`src/assert_macros.svh`:
```
// Assertion macros shared by the recognizer modules.
`ifndef ASSERT_MACROS_SVH
`define ASSERT_MACROS_SVH

// Property must hold on every clock edge outside reset.
`define TDFA_ASSERT(lbl, prop, msg) \
  lbl: assert property (@(posedge clk) disable iff (!rst_n) prop) else $error(msg);

// Condition must never be true outside reset.
`define TDFA_NEVER(lbl, cond, msg) \
  lbl: assert property (@(posedge clk) disable iff (!rst_n) !(cond)) else $error(msg);

`endif

```
`src/tdfa_pkg.sv`:
```
// Types and constants shared by the table-driven automaton modules.
package tdfa_pkg;

  localparam int REQ_W   = 3;
  localparam int CODE_W  = 8;
  localparam int SYM_W   = 4;
  localparam int STATE_W = 4;
  localparam int ENTRY_W = 5;
  localparam int CALC_W  = 9;

  localparam logic [REQ_W-1:0] REQ_MAP   = 3'd0;
  localparam logic [REQ_W-1:0] REQ_TRANS = 3'd1;
  localparam logic [REQ_W-1:0] REQ_FINAL = 3'd2;
  localparam logic [REQ_W-1:0] REQ_FEED  = 3'd3;
  localparam logic [REQ_W-1:0] REQ_END   = 3'd4;

  typedef struct packed {
    logic [REQ_W-1:0]   req_type;
    logic [CODE_W-1:0]  symbol_code;
    logic [SYM_W-1:0]   symbol_index;
    logic [STATE_W-1:0] from_state;
    logic [STATE_W-1:0] to_state;
    logic               entry_present;
  } tdfa_in_t;

  typedef struct packed {
    logic               accepted;
    logic [STATE_W-1:0] end_state;
  } tdfa_out_t;

  typedef struct packed {
    logic [REQ_W-1:0]   req_type;
    logic [STATE_W-1:0] from_state;
    logic               entry_present;
    logic               feed_ok;
  } tdfa_s3_t;

  typedef struct packed {
    logic ready;
    logic hold_state;
  } tdfa_exec_st_t;

endpackage

```
`src/tdfa_mem.sv`:
```
// Single-port table memory with a registered read.
module tdfa_mem import tdfa_pkg::*; #(
  parameter int DEPTH = 256,
  parameter int AW    = 8
) (
  input  logic               clk,
  input  logic               we,
  input  logic               re,
  input  logic [AW-1:0]      addr,
  input  logic [ENTRY_W-1:0] wdata,
  output logic [ENTRY_W-1:0] rdata
);

  logic [ENTRY_W-1:0] mem_r [DEPTH];
  logic [ENTRY_W-1:0] rdata_r;

  always_ff @(posedge clk) begin
    if (we) begin
      mem_r[addr] <= wdata;
    end
    if (re) begin
      rdata_r <= mem_r[addr];
    end
  end

  assign rdata = rdata_r;

endmodule

```
`src/tdfa_clear.sv`:
```
// Post-reset sweep counter that clears the table memories.
module tdfa_clear #(
  parameter int DEPTH = 256,
  parameter int CW    = 8
) (
  input  logic          clk,
  input  logic          rst_n,
  output logic          active,
  output logic [CW-1:0] idx
);

  logic          active_r;
  logic          active_nxt;
  logic [CW-1:0] cnt_r;
  logic [CW-1:0] cnt_nxt;

  always_comb begin
    active_nxt = active_r;
    cnt_nxt    = cnt_r;
    if (active_r) begin
      if (cnt_r == CW'(DEPTH - 1)) begin
        active_nxt = 1'b0;
      end else begin
        cnt_nxt = cnt_r + 1'b1;
      end
    end
  end

  always_ff @(posedge clk) begin
    if (!rst_n) begin
      active_r <= 1'b1;
      cnt_r    <= '0;
    end else begin
      active_r <= active_nxt;
      cnt_r    <= cnt_nxt;
    end
  end

  assign active = active_r;
  assign idx    = cnt_r;

endmodule

```
`src/tdfa_exec.sv`:
```
// Final stage: automaton state, final flags and the result register.
module tdfa_exec import tdfa_pkg::*; #(
  parameter int NUM_STATES = 16
) (
  input  logic               clk,
  input  logic               rst_n,
  input  logic               push,
  input  tdfa_s3_t           push_item,
  input  logic [ENTRY_W-1:0] tt_rdata,
  input  logic               cfg_we,
  input  logic [STATE_W-1:0] cfg_start,
  input  logic               out_ready,
  output tdfa_exec_st_t      status,
  output logic [STATE_W-1:0] cur_state,
  output logic               out_valid,
  output tdfa_out_t          out_word
);

`include "assert_macros.svh"

  localparam int ST_DEPTH = (NUM_STATES < (1 << STATE_W)) ? NUM_STATES : (1 << STATE_W);
  localparam int FF_AW    = $clog2(ST_DEPTH);

  logic               s3_valid_r, s3_valid_nxt;
  tdfa_s3_t           s3_item_r, s3_item_nxt;
  logic [STATE_W-1:0] start_r, start_nxt;
  logic [STATE_W-1:0] cur_r, cur_nxt;
  logic               dead_r, dead_nxt;
  logic [ST_DEPTH-1:0] final_r, final_nxt;
  logic               out_valid_r, out_valid_nxt;
  tdfa_out_t          out_word_r, out_word_nxt;

  logic is_end;
  logic adv;
  logic from_ok;
  logic cur_ok;
  logic final_hit;

  assign is_end    = s3_item_r.req_type == REQ_END;
  assign adv       = s3_valid_r && (!is_end || !out_valid_r || out_ready);
  assign from_ok   = CALC_W'(s3_item_r.from_state) < CALC_W'(NUM_STATES);
  assign cur_ok    = CALC_W'(cur_r) < CALC_W'(NUM_STATES);
  assign final_hit = cur_ok && final_r[cur_r[FF_AW-1:0]];

  always_comb begin
    s3_valid_nxt  = push ? 1'b1 : (adv ? 1'b0 : s3_valid_r);
    s3_item_nxt   = push ? push_item : s3_item_r;
    start_nxt     = start_r;
    cur_nxt       = cur_r;
    dead_nxt      = dead_r;
    final_nxt     = final_r;
    out_valid_nxt = out_valid_r && !out_ready;
    out_word_nxt  = out_word_r;
    if (adv) begin
      case (s3_item_r.req_type)
        REQ_FINAL: begin
          if (from_ok) begin
            final_nxt[s3_item_r.from_state[FF_AW-1:0]] = s3_item_r.entry_present;
          end
        end
        REQ_FEED: begin
          if (!dead_r) begin
            if (!s3_item_r.feed_ok || !cur_ok || !tt_rdata[ENTRY_W-1]) begin
              dead_nxt = 1'b1;
            end else begin
              cur_nxt = tt_rdata[STATE_W-1:0];
            end
          end
        end
        REQ_END: begin
          out_valid_nxt          = 1'b1;
          out_word_nxt.accepted  = !dead_r && final_hit;
          out_word_nxt.end_state = cur_r;
          cur_nxt                = start_r;
          dead_nxt               = 1'b0;
        end
        default: begin
        end
      endcase
    end
    if (cfg_we) begin
      start_nxt = cfg_start;
      cur_nxt   = cfg_start;
      dead_nxt  = 1'b0;
    end
  end

  always_ff @(posedge clk) begin
    if (!rst_n) begin
      s3_valid_r  <= 1'b0;
      start_r     <= '0;
      cur_r       <= '0;
      dead_r      <= 1'b0;
      final_r     <= '0;
      out_valid_r <= 1'b0;
    end else begin
      s3_valid_r  <= s3_valid_nxt;
      start_r     <= start_nxt;
      cur_r       <= cur_nxt;
      dead_r      <= dead_nxt;
      final_r     <= final_nxt;
      out_valid_r <= out_valid_nxt;
    end
  end

  always_ff @(posedge clk) begin
    s3_item_r  <= s3_item_nxt;
    out_word_r <= out_word_nxt;
  end

  assign status.ready      = !s3_valid_r || adv;
  assign status.hold_state = s3_valid_r &&
                             (s3_item_r.req_type == REQ_FEED || is_end);
  assign cur_state = cur_r;
  assign out_valid = out_valid_r;
  assign out_word  = out_word_r;

  `TDFA_ASSERT(a_end_reports_state, (adv && is_end) |=> (out_valid_r && out_word_r.end_state == $past(cur_r)), "End of word did not report the held state.")
  `TDFA_ASSERT(a_dead_word_frozen, (adv && s3_item_r.req_type == REQ_FEED && dead_r && !cfg_we) |=> ($stable(cur_r) && dead_r), "A dead word changed state.")

endmodule

```
`src/table_driven_dfa_recognizer_top.sv`:
```
// Top level of the programmable table-driven automaton recognizer.
// An end-of-word result passes through the stage-2 and stage-3 registers into the result register.
// Table writes, flag writes and ends of word are taken one per cycle while the result output and the
// stages ahead do not stall; a fed character is held when it follows another character or an end of
// word, since the transition-memory read must finish before the next state is known.
// After reset a clearing pass sweeps max(CHAR_CODES, states * symbols) entries, 256 by default.
module table_driven_dfa_recognizer_top import tdfa_pkg::*; #(
  parameter int NUM_STATES    = 16,
  parameter int ALPHABET_SIZE = 16,
  parameter int CHAR_CODES    = 256
) (
  input  logic               clk,
  input  logic               rst_n,
  input  logic               in_valid,
  output logic               in_ready,
  input  tdfa_in_t           in_data,
  output logic               out_valid,
  input  logic               out_ready,
  output tdfa_out_t          out_data,
  input  logic               cfg_valid,
  output logic               cfg_ready,
  input  logic [STATE_W-1:0] cfg_data
);

`include "assert_macros.svh"

  localparam int ST_DEPTH  = (NUM_STATES < (1 << STATE_W)) ? NUM_STATES : (1 << STATE_W);
  localparam int AL_DEPTH  = (ALPHABET_SIZE < (1 << SYM_W)) ? ALPHABET_SIZE : (1 << SYM_W);
  localparam int TT_DEPTH  = ST_DEPTH * AL_DEPTH;
  localparam int TT_AW     = $clog2(TT_DEPTH);
  localparam int MAP_AW    = $clog2(CHAR_CODES);
  localparam int CLR_DEPTH = (CHAR_CODES > TT_DEPTH) ? CHAR_CODES : TT_DEPTH;
  localparam int CLR_CW    = $clog2(CLR_DEPTH);

  logic              clr_active;
  logic [CLR_CW-1:0] clr_idx;

  logic     accept;
  logic     code_ok;
  logic     s2_valid_r, s2_valid_nxt;
  tdfa_in_t s2_item_r, s2_item_nxt;
  logic     s2_code_ok_r, s2_code_ok_nxt;
  logic     s2_hold;
  logic     s2_adv;

  logic               map_we, map_re;
  logic [MAP_AW-1:0]  map_addr;
  logic [ENTRY_W-1:0] map_wdata, map_rdata;
  logic               map_valid;
  logic [SYM_W-1:0]   map_sym;

  logic               tt_we, tt_re;
  logic [TT_AW-1:0]   tt_addr;
  logic [ENTRY_W-1:0] tt_wdata, tt_rdata;
  logic [STATE_W-1:0] tt_row;
  logic [CALC_W-1:0]  tt_calc;

  tdfa_exec_st_t      exec_st;
  tdfa_s3_t           push_item;
  logic [STATE_W-1:0] cur_state;

  tdfa_clear #(
    .DEPTH (CLR_DEPTH),
    .CW    (CLR_CW)
  ) u_clear (
    .clk    (clk),
    .rst_n  (rst_n),
    .active (clr_active),
    .idx    (clr_idx)
  );

  assign accept  = in_valid && in_ready;
  assign code_ok = CALC_W'(in_data.symbol_code) < CALC_W'(CHAR_CODES);

  always_comb begin
    map_we    = 1'b0;
    map_wdata = '0;
    map_addr  = in_data.symbol_code[MAP_AW-1:0];
    map_re    = accept && in_data.req_type != REQ_MAP;
    if (clr_active) begin
      map_addr = clr_idx[MAP_AW-1:0];
      map_we   = CALC_W'(clr_idx) < CALC_W'(CHAR_CODES);
    end else if (accept && in_data.req_type == REQ_MAP && code_ok) begin
      if (!in_data.entry_present) begin
        map_we = 1'b1;
      end else if (CALC_W'(in_data.symbol_index) < CALC_W'(ALPHABET_SIZE)) begin
        map_we    = 1'b1;
        map_wdata = {1'b1, in_data.symbol_index};
      end
    end
  end

  tdfa_mem #(
    .DEPTH (CHAR_CODES),
    .AW    (MAP_AW)
  ) u_map_mem (
    .clk   (clk),
    .we    (map_we),
    .re    (map_re),
    .addr  (map_addr),
    .wdata (map_wdata),
    .rdata (map_rdata)
  );

  assign map_valid = map_rdata[ENTRY_W-1];
  assign map_sym   = map_rdata[SYM_W-1:0];

  assign s2_hold = s2_valid_r && s2_item_r.req_type == REQ_FEED && exec_st.hold_state;
  assign s2_adv  = s2_valid_r && !s2_hold && exec_st.ready;

  assign tt_row  = (s2_item_r.req_type == REQ_TRANS) ? s2_item_r.from_state : cur_state;
  assign tt_calc = CALC_W'(tt_row) * CALC_W'(AL_DEPTH) + CALC_W'(map_sym);
  assign tt_re   = s2_adv && s2_item_r.req_type == REQ_FEED;

  always_comb begin
    tt_we    = 1'b0;
    tt_wdata = '0;
    tt_addr  = tt_calc[TT_AW-1:0];
    if (clr_active) begin
      tt_addr = clr_idx[TT_AW-1:0];
      tt_we   = CALC_W'(clr_idx) < CALC_W'(TT_DEPTH);
    end else if (s2_adv && s2_item_r.req_type == REQ_TRANS && s2_code_ok_r && map_valid &&
                 CALC_W'(s2_item_r.from_state) < CALC_W'(NUM_STATES)) begin
      if (!s2_item_r.entry_present) begin
        tt_we = 1'b1;
      end else if (CALC_W'(s2_item_r.to_state) < CALC_W'(NUM_STATES)) begin
        tt_we    = 1'b1;
        tt_wdata = {1'b1, s2_item_r.to_state};
      end
    end
  end

  tdfa_mem #(
    .DEPTH (TT_DEPTH),
    .AW    (TT_AW)
  ) u_trans_mem (
    .clk   (clk),
    .we    (tt_we),
    .re    (tt_re),
    .addr  (tt_addr),
    .wdata (tt_wdata),
    .rdata (tt_rdata)
  );

  always_comb begin
    s2_valid_nxt   = accept ? 1'b1 : (s2_adv ? 1'b0 : s2_valid_r);
    s2_item_nxt    = accept ? in_data : s2_item_r;
    s2_code_ok_nxt = accept ? code_ok : s2_code_ok_r;
  end

  always_ff @(posedge clk) begin
    if (!rst_n) begin
      s2_valid_r <= 1'b0;
    end else begin
      s2_valid_r <= s2_valid_nxt;
    end
  end

  always_ff @(posedge clk) begin
    s2_item_r    <= s2_item_nxt;
    s2_code_ok_r <= s2_code_ok_nxt;
  end

  assign push_item.req_type      = s2_item_r.req_type;
  assign push_item.from_state    = s2_item_r.from_state;
  assign push_item.entry_present = s2_item_r.entry_present;
  assign push_item.feed_ok       = s2_code_ok_r && map_valid;

  tdfa_exec #(
    .NUM_STATES (NUM_STATES)
  ) u_exec (
    .clk       (clk),
    .rst_n     (rst_n),
    .push      (s2_adv),
    .push_item (push_item),
    .tt_rdata  (tt_rdata),
    .cfg_we    (cfg_valid),
    .cfg_start (cfg_data),
    .out_ready (out_ready),
    .status    (exec_st),
    .cur_state (cur_state),
    .out_valid (out_valid),
    .out_word  (out_data)
  );

  assign in_ready  = !clr_active && (!s2_valid_r || s2_adv);
  assign cfg_ready = 1'b1;

  `TDFA_NEVER(a_no_accept_in_clear, clr_active && in_ready, "Input ready during table clearing.")
  `TDFA_ASSERT(a_feed_read_interlocks, tt_re |=> exec_st.hold_state, "Transition read not followed by a state interlock.")

endmodule

```
`config.mk`:
```
export PLATFORM = sky130hd
export DESIGN_NAME = table_driven_dfa_recognizer_top
export DESIGN_NICKNAME = d
export VERILOG_FILES = /design/src/tdfa_pkg.sv /design/src/tdfa_mem.sv /design/src/tdfa_clear.sv /design/src/tdfa_exec.sv /design/src/table_driven_dfa_recognizer_top.sv
export VERILOG_INCLUDE_DIRS = /design/src /design/src/src
export SDC_FILE = /design/constraint.sdc
export NUM_CORES = 2
export LEC_CHECK = 0
export BUFFER_PORTS_ARGS = -buffer_cell sky130_fd_sc_hd__buf_2
export CORE_ASPECT_RATIO = 1.1
export CORE_MARGIN = 1
export CORE_UTILIZATION = 40
export DETAILED_ROUTE_END_ITERATION = 12
export GPL_TIMING_DRIVEN = 1
export PLACE_DENSITY = 0.64
export SYNTH_ARGS = -nofsm -noshare
export SYNTH_HDL_FRONTEND = slang
export SYNTH_SLANG_ARGS = --single-unit
```
`constraint.sdc`:
```
create_clock -name clk -period 12.2 [get_ports clk]
set_clock_uncertainty 0.05 [all_clocks]
set_input_delay 0.61 -clock clk [delete_from_list [all_inputs] [get_ports clk]]
set_output_delay 0.61 -clock clk [all_outputs]
set_load 0.01 [all_outputs]
```
# Yosys cells after proc, flatten, opt, wreduce, memory -nomap -nowiden
# Memories as Yosys holds them, arrays and structs flattened. A register that Yosys moved wholly into a read port is not among the register bits.
# Index checks and enable logic that the tools add are counted.
op_classes:
  n_addsub: 2
  magnitude_cmp: 3
  eq_ne: 8
  muxes: 38
  bitwise: 2
  reduce_logical: 45
ops:
  columns: ["cell", "count"]
  rows:
  - ["5-bit 2-to-1 mux", 6]
  - ["1-bit 2-to-1 mux", 20]
  - ["4-bit 2-to-1 mux", 5]
  - ["16-bit bitwise mux", 1]
  - ["1-bit logical AND", 16]
  - ["8-bit 2-to-1 mux", 2]
  - ["1-bit zero test", 10]
  - ["4-bit by 5-bit less-than comparator with 1-bit output, second input constant", 2]
  - ["3-bit by 2-bit == test with 1-bit output, second input constant", 3]
  - ["8-bit by 1-bit adder with 8-bit output, second input constant", 1]
  - ["8-bit by 4-bit adder with 8-bit output", 1]
  - ["8-bit == test, second input constant", 1]
  - ["4-bit case mux with 2 select lines", 1]
  - ["2-bit AND reduction", 4]
  - ["2-bit nonzero test", 4]
  - ["1-bit logical OR", 6]
  - ["3-bit inequality test, second input constant", 2]
  - ["3-bit nonzero test", 2]
  - ["1-bit binary-select mux with 4-bit select", 1]
  - ["1-bit demux with 4-bit select", 1]
  - ["4-bit by 1-bit >= comparator with 1-bit output, second input constant", 1]
  - ["4-bit AND reduction", 1]
  - ["3-bit by 1-bit == test with 1-bit output, second input constant", 1]
  - ["3-bit == test, second input constant", 1]
  - ["other kinds (4)", 5]
totals:
  reg_bits: 63
  mem_bits_rw: 2560
  in_bits: 33
  output_inout_bits: 8
  word_cells: 119
  memories: 2
mem_list:
  columns: ["memory", "depth", "width", "rd", "rd_clocked_by_memory_dff", "wr", "line_no", "source"]
  rows:
  - ["u_map_mem.mem_r", 256, 5, 1, 1, 1, "tdfa_mem.sv:14", "logic [ENTRY_W-1:0] mem_r [DEPTH];"]
  - ["u_trans_mem.mem_r", 256, 5, 1, 1, 1, "tdfa_mem.sv:14", null]

# Logic depth before layout (Yosys ltp)
logic_depth:
  word_depth: 15
  mapped_depth: 13
  mapped_depth_nobuf: 7

# Hierarchy
# Synthesis repeated with hierarchy kept, for this count alone.
hier_totals:
  cells_unflattened: 5013
  area_unflattened_um2: 102294.4
by_module_without_submodules:
  columns: ["module", "n_inst", "cells_per_inst", "area_each_um2", "seq_area_each_um2"]
  rows:
  - ["tdfa_mem", 2, 2352, 49616.3, 38587.0]
  - ["tdfa_exec", 1, 167, 1823.0, 960.9]
  - ["table_driven_dfa_recognizer_top", 1, 94, 833.3, 380.4]
  - ["tdfa_clear", 1, 48, 405.4, 180.2]

# Worst setup path before layout
# Ideal clock, no wire load.
synth_path:
  kind: "reg-to-reg"
  startpoint: "reg u_exec.s3_item_r[8] (netlist name)"
  endpoint: "mem u_map_mem.mem_r[0][0], data pin"
  setup_time_ns: 0.858
  t_arrival_ns: 8.636
  required_ns: 11.292
  slack_ns: 2.655
  stages_incl_launch_ff: 9
  path_buffers: 1
  period_less_slack_ns: 9.545
  path_cell_list: "edfxtp_1 or3b_2 clkbuf_1 a21oi_1 o211ai_1 nand3_1 inv_1 and4_1 and2_1"
synth_via:
  elab_chain_len: 13
  word_cells_on_any_way: 19
  cone_classes: "eq/ne (2); mux (2); reduce/logical (15)"
synth_lines:
  columns: ["element", "line_no", "source"]
  rows:
  - ["from (decl)", "tdfa_exec.sv:25", "tdfa_s3_t s3_item_r, s3_item_nxt;"]
  - ["from (signal assigned)", "tdfa_exec.sv:107", "s3_item_r <= s3_item_nxt;"]
  - ["3-bit by 2-bit == test with 1-bit output or 3-bit == test (tied branches)", "tdfa_exec.sv:113, tdfa_exec.sv:39", null]
  - ["1-bit logical OR or 1-bit zero test (tied branches)", "tdfa_exec.sv:113, tdfa_exec.sv:40", null]
  - ["1-bit logical AND or 1-bit logical OR (tied branches)", "tdfa_exec.sv:112, tdfa_exec.sv:40", null]
  - ["1-bit logical AND or 1-bit logical OR (tied branches)", "table_driven_dfa_recognizer_top.sv:108, tdfa_exec.sv:40", null]
  - ["1-bit zero test or 1-bit logical AND (tied branches)", "table_driven_dfa_recognizer_top.sv:109, tdfa_exec.sv:40", null]
  - ["1-bit logical AND or 1-bit logical OR (tied branches)", "table_driven_dfa_recognizer_top.sv:109, tdfa_exec.sv:111", null]
  - ["1-bit logical AND (*)", "table_driven_dfa_recognizer_top.sv:109", "assign s2_adv = s2_valid_r && !s2_hold && exec_st.ready;"]
  - ["1-bit logical OR (*)", "table_driven_dfa_recognizer_top.sv:186", "assign in_ready = !clr_active && (!s2_valid_r || s2_adv);"]
  - ["1-bit logical AND (*)", "table_driven_dfa_recognizer_top.sv:186", null]
  - ["1-bit logical AND (*)", "table_driven_dfa_recognizer_top.sv:72", "assign accept = in_valid && in_ready;"]
  - ["via accept", "table_driven_dfa_recognizer_top.sv:38", "logic accept;"]
  - ["1-bit logical AND (*)", "table_driven_dfa_recognizer_top.sv:83", "end else if (accept && in_data.req_type == REQ_MAP && code_ok) begin"]
  - ["5-bit 2-to-1 mux (*)", "table_driven_dfa_recognizer_top.sv:83", null]
  - ["5-bit 2-to-1 mux (*)", "table_driven_dfa_recognizer_top.sv:80", "if (clr_active) begin"]
  - ["via map_wdata[0]", "table_driven_dfa_recognizer_top.sv:48", "logic [ENTRY_W-1:0] map_wdata, map_rdata;"]
  - ["to (decl)", "tdfa_mem.sv:14", null]
# The timed path passes the listed nets; every way through them passes the cells marked *.

# Final worst setup path
layout_path:
  startpoint: "reg u_clear.active_r (netlist: u_clear.active)"
  endpoint: "reg u_trans_mem.rdata_r[2] (netlist: u_trans_mem.rdata[2]), read port of u_trans_mem.mem_r, data pin"
layout_via:
  elab_chain_len: 1
layout_lines:
  columns: ["element", "line_no", "source"]
  rows:
  - ["from (decl)", "tdfa_clear.sv:12", "logic active_r;"]
  - ["from (signal assigned)", "tdfa_clear.sv:34", "active_r <= active_nxt;"]
  - ["8-bit 2-to-1 mux", "table_driven_dfa_recognizer_top.sv:119", "if (clr_active) begin"]
  - ["to (decl)", "tdfa_mem.sv:15", "logic [ENTRY_W-1:0] rdata_r;"]
# Every way passes these cells.
# A chain may end at the register's enable or synchronous reset.

==> qor.yml <==
status: "completed"
min-delay-start: "cfg_valid"
crit_path_end_kind: "flip-flop"
max_freq_mhz: 178
htreeDepth: 5
use_met3_pct: 3.34
grt_overflow: 0
area_delta_synth_final_pct: 11.8
grtUsageTotal_pct: 19.1
wl_per_cell_um: 26.9
cts_made_buffers: 274
hold_viol_final: 0
dpl.hpwl_mm: 147
use_met2_pct: 31.8
clk_path_buf_depth: 4
drt_pass1_iterations: 5
regToRegStartpoint: "u_clear.active"
slew_viol_final: 0
yosysMostFrequentCell: "edfxtp_1"
slew_headroom_pct: 10.8
critPathKind: "flip-flop to flip-flop"
hold_end: "u_exec.start_r[1]"
synth_edf_count: 2596
synth_commonest_cells: "2,596 x edfxtp_1, 585 x nand2_1, 567 x mux4_2"
cp.required_ns: 12.70
num_rows: 195
fin_tns_setup_ns: 0
clk_latency_ns: 0.90
cts_setup_buffers: 0
cts_root_buffer: "clkbuf_16"
hold_ws_ns: 0.0695
yosysSeqAreaShare_pct: 76.0
die_h_um: 536
cp_max_fo: 78
vias_per_cell: 5.74
peakVddDrop_mv: 0.196
rsz0062_at_grt: "no"
met1_usage_pct: 25.0
die_w_um: 487
post-route-min-period_ns: 5.63
async_flop_share_pct: 0
r2r-end: "u_trans_mem.rdata[2]"
clk_pin_slew_worst_paths_ns: 0.06
worstPathArrival_ns: 6.13
port-buffer-count: 39
power_mw: 18.0
drt_iter0_drc: 5773
cts_tree: "built"
startpoint_type: "flip-flop"
syn_inst: 5627
ys_ff_latch: 2633
min_period_over_period_pct: 46.2
io_pins: 41
grt_max_degree: 205
synth_top_area_share_pct: 75.3
route.detailed.drc: 0
num_vias: 53500
ctsHoldBuffers: 17
final_nets: 5728
startpoint: "u_clear.active"
ys_types: 59
synth_largest_area_cell: "edfxtp_1"
synth-main-ff-cell: "edfxtp_1"
r2r_cells: 10
start_util_pct: 40.3
setup_violations: 0
antenna_found_initial: 13
synthesis.area_um2: 104000
maxCapViolCount: 0
place_congestion: 0.862
grt_pass1_wl_mm: 369
syn_nets: 5661
synthTopCellsByArea: "edfxtp_1 75%, mux4_2 12%, nand2_1 2.1%, nor2_1 2.0%, nand3_1 1.4%"
hold_path.class: "input pin to flip-flop"
ctsResizeCount: 0
cts.sinks: 2633
grt_pass1_vias: 54200
tightest_slew_ns: 1.33
fillers: 21700
leakage_nw: 35.3
ff2ff_setup_slack_ns: 6.57
die_area_um2: 261000
syn_avg_cell_area_um2: 18.4
routed_wirelength_mm: 251
holdPathStages: 3
ys_warn_count: 0
drive_above_1_share_pct: 18.7
coreArea_um2: 257000
postRouteAntennaNets: 0
top_usage_layer: "met2"
power.density_nw_per_um2: 156
-- state kept, by name, indices dropped and copies added, names as in the netlist --
| name | cells |
|---|---|
| s2_valid_r | 1 |
| u_exec.out_valid | 1 |
| u_exec.dead_r | 1 |
| u_exec.out_word | 5 |
| s2_item_r | 4 |
| u_trans_mem.mem_r | 1280 |
| u_map_mem.mem_r | 1280 |
| u_clear.active | 1 |
| u_exec.cur_state | 4 |
| u_trans_mem.rdata | 5 |
| u_clear.idx | 8 |
| u_exec.s3_valid_r | 1 |
| u_exec.final_r | 16 |
| u_exec.start_r | 4 |
| push_item | 8 |
| u_exec.s3_item_r | 9 |
| u_map_mem.rdata | 5 |
-- placed cells by master, fill, tap and decap left out, types with 16 or more instances in the layout --
cell              n
edfxtp_1       2596
nand2_1         573
mux4_2          567
nor2_1          541
nand3_1         292
clkbuf_16       276
nand4_1          81
buf_4            81
clkbuf_1         77
mux2i_1          73
and3_1           60
a22oi_1          59
clkinv_1         43
buf_2            39
a32oi_1          36
dfxtp_1          36
clkinv_2         28
o2111ai_1        24
a21oi_1          23
a211oi_1         23
dlygate4sd3_1    17
nor3_1           16
o31ai_1          16
-- worst max-delay path by stage --
stage	endpoint	slack, ns	cells after the start
4_1_cts	u_trans_mem.mem_r[50][0]	6.57	9
5_1_grt	u_trans_mem.mem_r[115][0]	6.26	9
3_3_place_gp	u_trans_mem.rdata[2]	6.65	10
3_5_place_dp	u_trans_mem.mem_r[108][0]	6.59	10
2_1_floorplan	u_map_mem.mem_r[0][0]	2.66	8
6_report	u_trans_mem.rdata[2]	6.57	10
-- kinds of logic (layout without fill, tap and decap cells) --
kind of cell    count (synthesis)  after routing  share of synthesized area [%]
fa+ha+maj                       1              1                         0.0121
buf+inv                       364            599                           1.49
xor+xnor                        5              5                         0.0423
simple gates                 1668           1668                           7.02
compound gates                290            290                           2.16
mux                           665            665                           13.3
other cells                     1              7                        0.00362
flops                        2633           2633                           76.0
-- critical path: stages (launching register included) --
cell,delay (ns)
dfxtp_2,0.35
buf_4,0.61
mux2_8,0.73
buf_4,0.72
buf_4,0.53
mux4_2,0.39
nand2_1,0.08
and3_1,0.21
o32ai_1,0.18
nor4_1,1.15
nand3_1,0.21
-- layer usage --
layer | share of wire, % | vias up
met5 | 0.039 | -
met4 | 4.0 | 12
met3 | 6.9 | 536
met2 | 50 | 2193
met1 | 39 | 28100
li1 | - | 22700
-- power breakdown --
part | switching (mW) | internal [mW]
Clock | 3.27 | 4.33
Sequential | 0.00982 | 9.80
Combinational | 0.407 | 0.218
-- layout make-up --
type,count,area [µm²],share of cell area (%)
repair buffers,144,1110,0.962
clock inverters,90,663,0.573
inverters,11,48.8,0.0421
clock buffers,354,7210,6.23
well taps,3447,4310,3.73
flip-flops and latches,2633,78700,68.0
multi-input cells,2630,23700,20.5
diodes,6,15.0,0.0130
-- per-stage QoR --
stage	worst slack, ns	instance area, µm²	utilization [%]	cells
after floorplan	2.66	104000	-	5627
after CTS	6.57	116000	45.1	9309
after detailed placement	6.59	108000	41.9	8848
final	6.57	116000	45.1	9315
after global placement	6.65	108000	41.9	8847
after global routing	6.26	116000	45.1	9312
Power figures use the tool's default switching activity.
